==> src/sv/utt_pkg.sv <==
// ----------------------------------------------------------------------------
// UTF-8 to UTF-16 transcoder package
// Shared item types, decode constants and the default queue depth.
// ----------------------------------------------------------------------------
package utt_pkg;

  // Depth of the queue between the decoder front and the unit emitter.
  localparam int unsigned QUEUE_DEPTH = 4;

  // Byte classes.
  localparam logic [7:0] CONT_MASK    = 8'hC0;
  localparam logic [7:0] CONT_CODE    = 8'h80;
  localparam logic [7:0] LEAD2_MASK   = 8'hE0;
  localparam logic [7:0] LEAD2_CODE   = 8'hC0;
  localparam logic [7:0] LEAD3_MASK   = 8'hF0;
  localparam logic [7:0] LEAD3_CODE   = 8'hE0;
  localparam logic [7:0] LEAD4_MASK   = 8'hF8;
  localparam logic [7:0] LEAD4_CODE   = 8'hF0;
  localparam logic [7:0] PAYLOAD_MASK = 8'h3F;

  // Code point ranges.
  localparam logic [20:0] BMP_MAX     = 21'h00FFFF;
  localparam logic [20:0] SURR_FIRST  = 21'h00D800;
  localparam logic [20:0] SURR_LAST   = 21'h00DFFF;
  localparam logic [20:0] SUPP_BASE   = 21'h010000;
  localparam logic [20:0] CP_MAX      = 21'h10FFFF;

  // Surrogate halves.
  localparam logic [15:0] HIGH_SURR_BASE = 16'hD800;
  localparam logic [15:0] LOW_SURR_BASE  = 16'hDC00;
  localparam logic [9:0]  TEN_BIT_MASK   = 10'h3FF;

  // One input byte.
  typedef struct packed {
    logic [7:0] byte_value;
    logic       end_of_string;
  } in_item_t;

  // One UTF-16 result unit.
  typedef struct packed {
    logic [15:0] code_unit;
    logic        last_of_run;
  } out_item_t;

  // One classified code point waiting for the emitter.
  typedef struct packed {
    logic        two_units;
    logic [15:0] unit0;
    logic [15:0] unit1;
  } q_entry_t;

endpackage

==> src/sv/utt_front.sv <==
// ----------------------------------------------------------------------------
// UTF-8 decoder front
// Tracks the pending sequence, finishes code points and classifies them
// into zero, one or two UTF-16 units for the queue.
// ----------------------------------------------------------------------------
module utt_front (
  input  logic              clk_i,
  input  logic              rst_ni,
  input  logic              in_valid_i,
  input  utt_pkg::in_item_t in_item_i,
  output logic              wr_en_o,
  output utt_pkg::q_entry_t wr_entry_o
);

  logic [1:0]  pend_q, pend_d;
  logic [20:0] acc_q, acc_d;
  logic [20:0] cp;
  logic [20:0] supp_off;
  logic        fin;
  logic        cont;
  logic        is_bmp;
  logic        is_surr;
  logic        is_supp;
  logic [7:0]  b;

  assign b = in_item_i.byte_value;

  // Sequence tracking: a continuation extends the accumulator, anything else
  // restarts decoding as a lead byte.
  always_comb begin
    pend_d = pend_q;
    acc_d  = acc_q;
    fin    = 1'b0;
    cp     = '0;
    cont   = (pend_q != 2'd0) && ((b & utt_pkg::CONT_MASK) == utt_pkg::CONT_CODE);
    if (cont) begin
      acc_d  = {acc_q[14:0], b[5:0]};
      pend_d = pend_q - 2'd1;
      if (pend_d == 2'd0) begin
        fin   = 1'b1;
        cp    = acc_d;
        acc_d = '0;
      end
    end else begin
      pend_d = 2'd0;
      acc_d  = '0;
      if (!b[7]) begin
        fin = 1'b1;
        cp  = {13'd0, b};
      end else if ((b & utt_pkg::LEAD2_MASK) == utt_pkg::LEAD2_CODE) begin
        acc_d  = {16'd0, b[4:0]};
        pend_d = 2'd1;
      end else if ((b & utt_pkg::LEAD3_MASK) == utt_pkg::LEAD3_CODE) begin
        acc_d  = {17'd0, b[3:0]};
        pend_d = 2'd2;
      end else if ((b & utt_pkg::LEAD4_MASK) == utt_pkg::LEAD4_CODE) begin
        acc_d  = {18'd0, b[2:0]};
        pend_d = 2'd3;
      end
    end
    if (in_item_i.end_of_string) begin
      pend_d = 2'd0;
      acc_d  = '0;
    end
  end

  // Decoder state advances on every accepted byte.
  always_ff @(posedge clk_i or negedge rst_ni) begin
    if (!rst_ni) begin
      pend_q <= 2'd0;
      acc_q  <= '0;
    end else if (in_valid_i) begin
      pend_q <= pend_d;
      acc_q  <= acc_d;
    end
  end

  // Classify the finished code point and form its units.
  always_comb begin
    is_bmp   = (cp <= utt_pkg::BMP_MAX);
    is_surr  = (cp >= utt_pkg::SURR_FIRST) && (cp <= utt_pkg::SURR_LAST);
    is_supp  = !is_bmp && (cp <= utt_pkg::CP_MAX);
    supp_off = cp - utt_pkg::SUPP_BASE;
    wr_entry_o.two_units = is_supp;
    wr_entry_o.unit0 = is_supp
      ? (utt_pkg::HIGH_SURR_BASE | {6'd0, supp_off[19:10] & utt_pkg::TEN_BIT_MASK})
      : cp[15:0];
    wr_entry_o.unit1 = utt_pkg::LOW_SURR_BASE | {6'd0, supp_off[9:0] & utt_pkg::TEN_BIT_MASK};
    wr_en_o = in_valid_i && fin && ((is_bmp && !is_surr) || is_supp);
  end

endmodule

==> src/sv/utt_queue.sv <==
// ----------------------------------------------------------------------------
// Classified code point queue
// Shifting queue: the oldest entry always sits in slot zero.
// ----------------------------------------------------------------------------
module utt_queue #(
  parameter int unsigned Depth = utt_pkg::QUEUE_DEPTH
) (
  input  logic              clk_i,
  input  logic              rst_ni,
  input  logic              wr_en_i,
  input  utt_pkg::q_entry_t wr_entry_i,
  input  logic              rd_en_i,
  output utt_pkg::q_entry_t rd_entry_o,
  output logic              full_o,
  output logic              empty_o
);

  localparam int unsigned CntW = $clog2(Depth + 1);

  utt_pkg::q_entry_t slot_q [Depth];
  logic [CntW-1:0]   cnt_q, cnt_d;
  logic [CntW-1:0]   wr_pos;

  assign full_o     = (cnt_q == CntW'(Depth));
  assign empty_o    = (cnt_q == '0);
  assign rd_entry_o = slot_q[0];

  // A write in the same cycle as a read lands one slot lower.
  assign wr_pos = rd_en_i ? (cnt_q - CntW'(1)) : cnt_q;

  always_comb begin
    cnt_d = cnt_q;
    if (wr_en_i && !rd_en_i) begin
      cnt_d = cnt_q + CntW'(1);
    end else if (!wr_en_i && rd_en_i) begin
      cnt_d = cnt_q - CntW'(1);
    end
  end

  always_ff @(posedge clk_i or negedge rst_ni) begin
    if (!rst_ni) begin
      cnt_q <= '0;
    end else begin
      cnt_q <= cnt_d;
    end
  end

  // On a read each slot below the top shifts down; the slot at the write position takes the new entry.
  for (genvar i = 0; i < Depth; i++) begin : g_slot
    always_ff @(posedge clk_i) begin
      if (wr_en_i && (wr_pos == CntW'(i))) begin
        slot_q[i] <= wr_entry_i;
      end else if (rd_en_i) begin
        if (i < Depth - 1) begin
          slot_q[i] <= slot_q[(i < Depth - 1) ? i + 1 : i];
        end
      end
    end
  end

`ifndef SYNTHESIS
  a_cnt_bound: assert property (@(posedge clk_i) disable iff (!rst_ni)
    cnt_q <= CntW'(Depth))
    else $error("queue count exceeds depth");
  a_no_overflow: assert property (@(posedge clk_i) disable iff (!rst_ni)
    full_o |-> !(wr_en_i && !rd_en_i))
    else $error("write into a full queue");
  a_no_underflow: assert property (@(posedge clk_i) disable iff (!rst_ni)
    rd_en_i |-> !empty_o)
    else $error("read from an empty queue");
`endif

endmodule

==> src/sv/utt_back.sv <==
// ----------------------------------------------------------------------------
// UTF-16 unit emitter
// Drains classified entries into an output register, one unit per transfer;
// the low surrogate of a pair waits in a side register.
// ----------------------------------------------------------------------------
module utt_back (
  input  logic               clk_i,
  input  logic               rst_ni,
  input  logic               q_empty_i,
  input  utt_pkg::q_entry_t  q_entry_i,
  output logic               q_rd_o,
  input  logic               pop_i,
  output logic               empty_o,
  output utt_pkg::out_item_t out_item_o
);

  logic               out_valid_q, out_valid_d;
  utt_pkg::out_item_t out_item_q, out_item_d;
  logic               second_q, second_d;
  logic [15:0]        low_unit_q, low_unit_d;
  logic               load;

  assign empty_o    = !out_valid_q;
  assign out_item_o = out_item_q;

  // The output register refills whenever it is free or being taken.
  always_comb begin
    load        = !out_valid_q || pop_i;
    out_valid_d = out_valid_q;
    out_item_d  = out_item_q;
    second_d    = second_q;
    low_unit_d  = low_unit_q;
    q_rd_o      = 1'b0;
    if (load) begin
      if (second_q) begin
        out_valid_d            = 1'b1;
        out_item_d.code_unit   = low_unit_q;
        out_item_d.last_of_run = 1'b1;
        second_d               = 1'b0;
      end else if (!q_empty_i) begin
        q_rd_o                 = 1'b1;
        out_valid_d            = 1'b1;
        out_item_d.code_unit   = q_entry_i.unit0;
        out_item_d.last_of_run = !q_entry_i.two_units;
        second_d               = q_entry_i.two_units;
        low_unit_d             = q_entry_i.unit1;
      end else begin
        out_valid_d = 1'b0;
      end
    end
  end

  always_ff @(posedge clk_i or negedge rst_ni) begin
    if (!rst_ni) begin
      out_valid_q <= 1'b0;
      second_q    <= 1'b0;
    end else begin
      out_valid_q <= out_valid_d;
      second_q    <= second_d;
    end
  end

  always_ff @(posedge clk_i) begin
    out_item_q <= out_item_d;
    low_unit_q <= low_unit_d;
  end

`ifndef SYNTHESIS
  a_second_needs_first: assert property (@(posedge clk_i) disable iff (!rst_ni)
    second_q |-> out_valid_q)
    else $error("low surrogate waiting without a high surrogate shown");
  a_pair_start: assert property (@(posedge clk_i) disable iff (!rst_ni)
    (q_rd_o && q_entry_i.two_units) |=>
      (out_valid_q && second_q && !out_item_q.last_of_run))
    else $error("surrogate pair did not start with a high unit");
  a_pair_end: assert property (@(posedge clk_i) disable iff (!rst_ni)
    (second_q && pop_i) |=> (out_valid_q && out_item_q.last_of_run && !second_q))
    else $error("low surrogate did not follow its high unit");
`endif

endmodule

==> src/sv/utf8_to_utf16_transcoder.sv <==
// ----------------------------------------------------------------------------
// UTF-8 to UTF-16 transcoder
// Decodes a UTF-8 byte stream and emits UTF-16 code units.
// ----------------------------------------------------------------------------
//  Channel | Direction | Handshake              | Payload
//  input   | in        | push, full             | in_item_i  (byte, end of string)
//  result  | out       | pop, empty             | out_item_o (code unit, last of run)
//
//  One byte can be taken every cycle while the queue has room.
//  A result passes from the byte that finishes it through a queue slot and then
//  the output register when nothing waits ahead of it; the emitter gives one unit
//  per cycle while results are popped, and a surrogate pair gives two units.
//  Queue depth sets how long bytes keep flowing while results are not popped.
//  Reset clears the pending sequence, the queue and the output register.
// ----------------------------------------------------------------------------
module utf8_to_utf16_transcoder #(
  parameter int unsigned QueueDepth = utt_pkg::QUEUE_DEPTH
) (
  input  logic               clk_i,
  input  logic               rst_ni,
  input  logic               push,
  output logic               full,
  input  utt_pkg::in_item_t  in_item_i,
  output logic               empty,
  input  logic               pop,
  output utt_pkg::out_item_t out_item_o
);

  logic              in_valid;
  logic              q_wr;
  logic              q_rd;
  logic              q_empty;
  utt_pkg::q_entry_t q_wr_entry;
  utt_pkg::q_entry_t q_rd_entry;

  // Input transfer.
  assign in_valid = push && !full;

  utt_front u_front (
    .clk_i      (clk_i),
    .rst_ni     (rst_ni),
    .in_valid_i (in_valid),
    .in_item_i  (in_item_i),
    .wr_en_o    (q_wr),
    .wr_entry_o (q_wr_entry)
  );

  utt_queue #(
    .Depth (QueueDepth)
  ) u_queue (
    .clk_i      (clk_i),
    .rst_ni     (rst_ni),
    .wr_en_i    (q_wr),
    .wr_entry_i (q_wr_entry),
    .rd_en_i    (q_rd),
    .rd_entry_o (q_rd_entry),
    .full_o     (full),
    .empty_o    (q_empty)
  );

  utt_back u_back (
    .clk_i      (clk_i),
    .rst_ni     (rst_ni),
    .q_empty_i  (q_empty),
    .q_entry_i  (q_rd_entry),
    .q_rd_o     (q_rd),
    .pop_i      (pop),
    .empty_o    (empty),
    .out_item_o (out_item_o)
  );

endmodule

==> config.mk <==
export PLATFORM = sky130hd
export DESIGN_NAME = utf8_to_utf16_transcoder
export DESIGN_NICKNAME = d
export VERILOG_FILES = /design/src/sv/utt_pkg.sv /design/src/sv/utt_front.sv /design/src/sv/utt_queue.sv /design/src/sv/utt_back.sv /design/src/sv/utf8_to_utf16_transcoder.sv
export SDC_FILE = /design/constraint.sdc
export NUM_CORES = 1
export LEC_CHECK = 0
export BUFFER_PORTS_ARGS = -buffer_cell sky130_fd_sc_hd__buf_2
export CAP_MARGIN = 5
export CORE_MARGIN = 4
export CORE_UTILIZATION = 40
export CTS_CLUSTER_SIZE = 40
export DETAILED_ROUTE_END_ITERATION = 7
export PLACE_DENSITY_LB_ADDON = 0.05
export SKIP_CTS_REPAIR_TIMING = 1
export SYNTH_ARGS = -nofsm -noshare
export SYNTH_HDL_FRONTEND = slang
export SYNTH_SLANG_ARGS = --single-unit
==> constraint.sdc <==
create_clock -name clk_i -period 5.75 [get_ports clk_i]
set_input_delay 1.15 -clock clk_i [delete_from_list [all_inputs] [get_ports clk_i]]
set_output_delay 1.15 -clock clk_i [all_outputs]
set_load 0.01 [all_outputs]
==> run_results.csv <==
group,metric,value,unit
cells_and_area,post-route-util,0.472,
worst_setup_path,crit_buf_inv,3,
floorplan,start_util,0.414,
routing,avgRoutedWirePerCell,18.6,um
clocking,cts_made_buffers,17,
routing,drt_iter0_drc,206,
pwr,cellLeakagePower,3.02,nW
placed_design,gp_congestion,0.786,
cells_and_area,layout.nets,504,
worst_setup_path,startpoint_type,"input port",
global_routing,grt_overflow_total,0,
clocking,cts_sinks,157,
placed_design,hpwl,8950,um
routing,vias,3668,
timing,tightest_slew,1.10,ns
pwr,ir_worst_vdd,0.238,mV
clocking,cts_tree,"yes",
timing,slew_viol_final,0,
clocking,worst_skew_pair.late_latency,0.42,ns
routing,drt_wl_total,13300,um
logic_synthesis,syn_nets,466,
timing,hold_ws,0.418,ns
worst_setup_path,cpLargestDelayFamily,"compound AO/OA/AOI/OAI gates",
logic_synthesis,synthCells,445,
timing,setup_viol,0,
timing,relSlewSlack,0.261,
global_routing,grt_pass1_wl,21700,um
pwr,power,4.11,mW
outcome,status,"completed",
placed_design,pre_cts_ws,0.908,ns
floorplan,fp.dieH,140,um
timing,fin_ws,1.35,ns
floorplan,core_area,16800,um^2
clocking,cts.clk_slew.worst_paths,0.06,ns
cells_and_area,drive_gt1_frac,0.327,
worst_setup_path,cpPeakStageDelay,0.60,ns
routing,via_per_inst,5.12,
pwr,pwr_density_cell,518,nW/um^2
routing,drc_errors,0,
placed_design,post_dp_cell_area,7340,um^2
logic_synthesis,yosysMostFrequentCell,"edfxtp_1",
routing,first_pass_iters,4,
global_routing,antenna_found_initial,0,
logic_synthesis,synth-edff-count,135,
logic_synthesis,synthDistinctLibCells,50,
logic_synthesis,netlist_area,6960,um^2
clocking,clockBufferDepth,2,
clocking,h-tree-depth,4,
timing,rsz0062_at_grt,"false",
logic_synthesis,ys_ff_latch,157,
cells_and_area,antenna_cells,0,
logic_synthesis,yosys_most_used_dff,"edfxtp_1",
global_routing,grt_usage,0.144,
logic_synthesis,yosysTopAreaCell,"edfxtp_1",
placed_design,dp.cells,684,
floorplan,io_pins,32,
cells_and_area,fin_area,7940,um^2
floorplan,num_rows,47,
job,maxCapViolCount,0,
timing,finalCritPeriodShare,0.765,
logic_synthesis,ys_top_cells_by_area,"edfxtp_1, mux2_2, dfrtp_1",
timing,hold_viol,0,
worst_setup_path,worstPathMaxFanout,27,
global_routing,grt_max_degree,28,
cells_and_area,stdcell_count,716,
global_routing,grt_pass1_vias,3829,
placed_design,io_buffers,31,
hold_path,hold_path_class,"flop to flop",
cells_and_area,syn_to_final_growth,14.1,%
floorplan,die_w,140,um
worst_setup_path,path_cells,"buf_2 > nor4bb_2 > buf_4 > nand2_1 > ha_1 > inv_1 > nor4_1 > and4_1 > or2_1 > a211oi_4 > a41oi_4 > mux2_1",
worst_setup_path,crit_path_top_delay_cell,"a211oi_4",
worst_setup_path,crit_type,"input port to flop",
worst_setup_path,cp.required,5.91,ns
timing,fin_skew,0.00909,ns
logic_synthesis,syn_area_per_cell,15.6,um^2
logic_synthesis,synthTopCellsByCount,"edfxtp_1, mux2_2, nand2_1",
logic_synthesis,yosys_warnings,0,
timing,tns,0,ns
routing,drtAntennaViolNets,0,
timing,timing.final.crit_period,4.40,ns
worst_setup_path,arrival,4.55,ns
logic_synthesis,ys_seq_area_frac,0.661,
floorplan,dieArea,19600,um^2
logic_synthesis,synth_top_cell_area_share,0.582,
timing,fmax,0.227,GHz
clocking,root_buffer,"clkbuf_16",
logic_synthesis,async_reset_ff_frac,0.140,
worst_setup_path,critPathCaptureType,"flop",
-- power by group --
part,leakage (nW),switching [mW],internal (mW)
sequential,1.61,0.138,1.81
combinational,1.12,0.593,0.447
clock,0.282,0.442,0.685
total,3.02,1.17,2.94
-- worst paths after layout --
path	startpoint	end	slack, ns	cells past startpoint
min reg2reg	u_queue.slot_q[0][7]$_DFFE_PP_	u_back.low_unit_q[7]$_DFFE_PP_	0.42	0
max reg2reg	u_front.pend_q[0]$_DFFE_PN0P_	u_queue.slot_q[0][6]$_DFFE_PP_	1.50	13
max in group asynchronous	rst_ni	u_front.acc_q[3]$_DFFE_PN0P_	4.66	1
min in group asynchronous	rst_ni	u_queue.cnt_q[0]$_DFFE_PN0P_	0.71	1
max	in_item_i[7]	u_queue.slot_q[0][6]$_DFFE_PP_	1.35	12
min	u_queue.slot_q[0][7]$_DFFE_PP_	u_back.low_unit_q[7]$_DFFE_PP_	0.42	0
-- state kept, by name (all words and copies together) (netlist names) --
signal / flops
u_queue.slot_q: 108
u_back.out_item_o: 17
u_front.acc_q: 15
u_back.low_unit_q: 10
u_queue.cnt_q: 3
u_front.pend_q: 2
u_back.out_valid_q: 1
u_back.second_q: 1
-- layout by cell type (no fill, tap or decap), drive strengths merged, types with 2 or more instances in the layout --
cell / n
clkbuf: 19
nor2b: 5
inv: 23
nand2b: 5
edfxtp: 135
clkinvlp: 3
bufinv: 3
xor2: 3
a22o: 14
clkinv: 4
or3: 2
a31o: 2
nor2: 11
nand3: 5
buf: 37
o21ai: 8
a21oi: 3
mux2: 93
a41oi: 4
nand4: 5
nand2: 34
ha: 8
a31oi: 2
xnor2: 3
nor3: 8
mux2i: 9
and2: 2
dfrtp: 22
nor4: 2
or2: 6
-- area by class of cell --
class                      count  area (um^2)
clock inverter                13          165
sequential                   157         4600
timing repair buffer          37          200
inverter                      20         75.1
tap                          220          275
multi-input combinational    250         2190
clock buffer                  19          433
fill                        1484         8880
-- worst register-to-register path, cell delays in order (launching register included) --
cell and delay [ns]:
dfrtp_1 0.41, inv_1 0.06, ha_1 0.28, nor4bb_2 0.31, buf_4 0.27, nand2_1 0.13, ha_1 0.19, inv_1 0.06
nor4_1 0.06, and4_1 0.21, or2_1 0.28, a211oi_4 0.60, a41oi_4 0.60, mux2_1 0.55
-- routing by layer --
layer  global-route usage  vias to the layer above  share of wire
met1                0.200                     1817           0.49
met2                0.220                       65           0.46
met4               0.0530                        0          0.015
met3               0.0351                       21          0.033
li1                     -                     1765              -
met5                    0                        -              0
-- cells by family (layout without fill, tap and decap cells) --
family / count (synthesis) / after routing / synth area share
flip-flops: 157 / 157 / 0.661
XOR/XNOR: 6 / 6 / 0.00755
adder cells (fa/ha/maj): 8 / 8 / 0.0144
buffers and inverters: 38 / 89 / 0.0264
AND/OR/NAND/NOR: 93 / 93 / 0.0726
multiplexers: 102 / 102 / 0.163
AO/OA/AOI/OAI: 41 / 41 / 0.0544
Note: power is estimated with default switching activity, not from simulation.
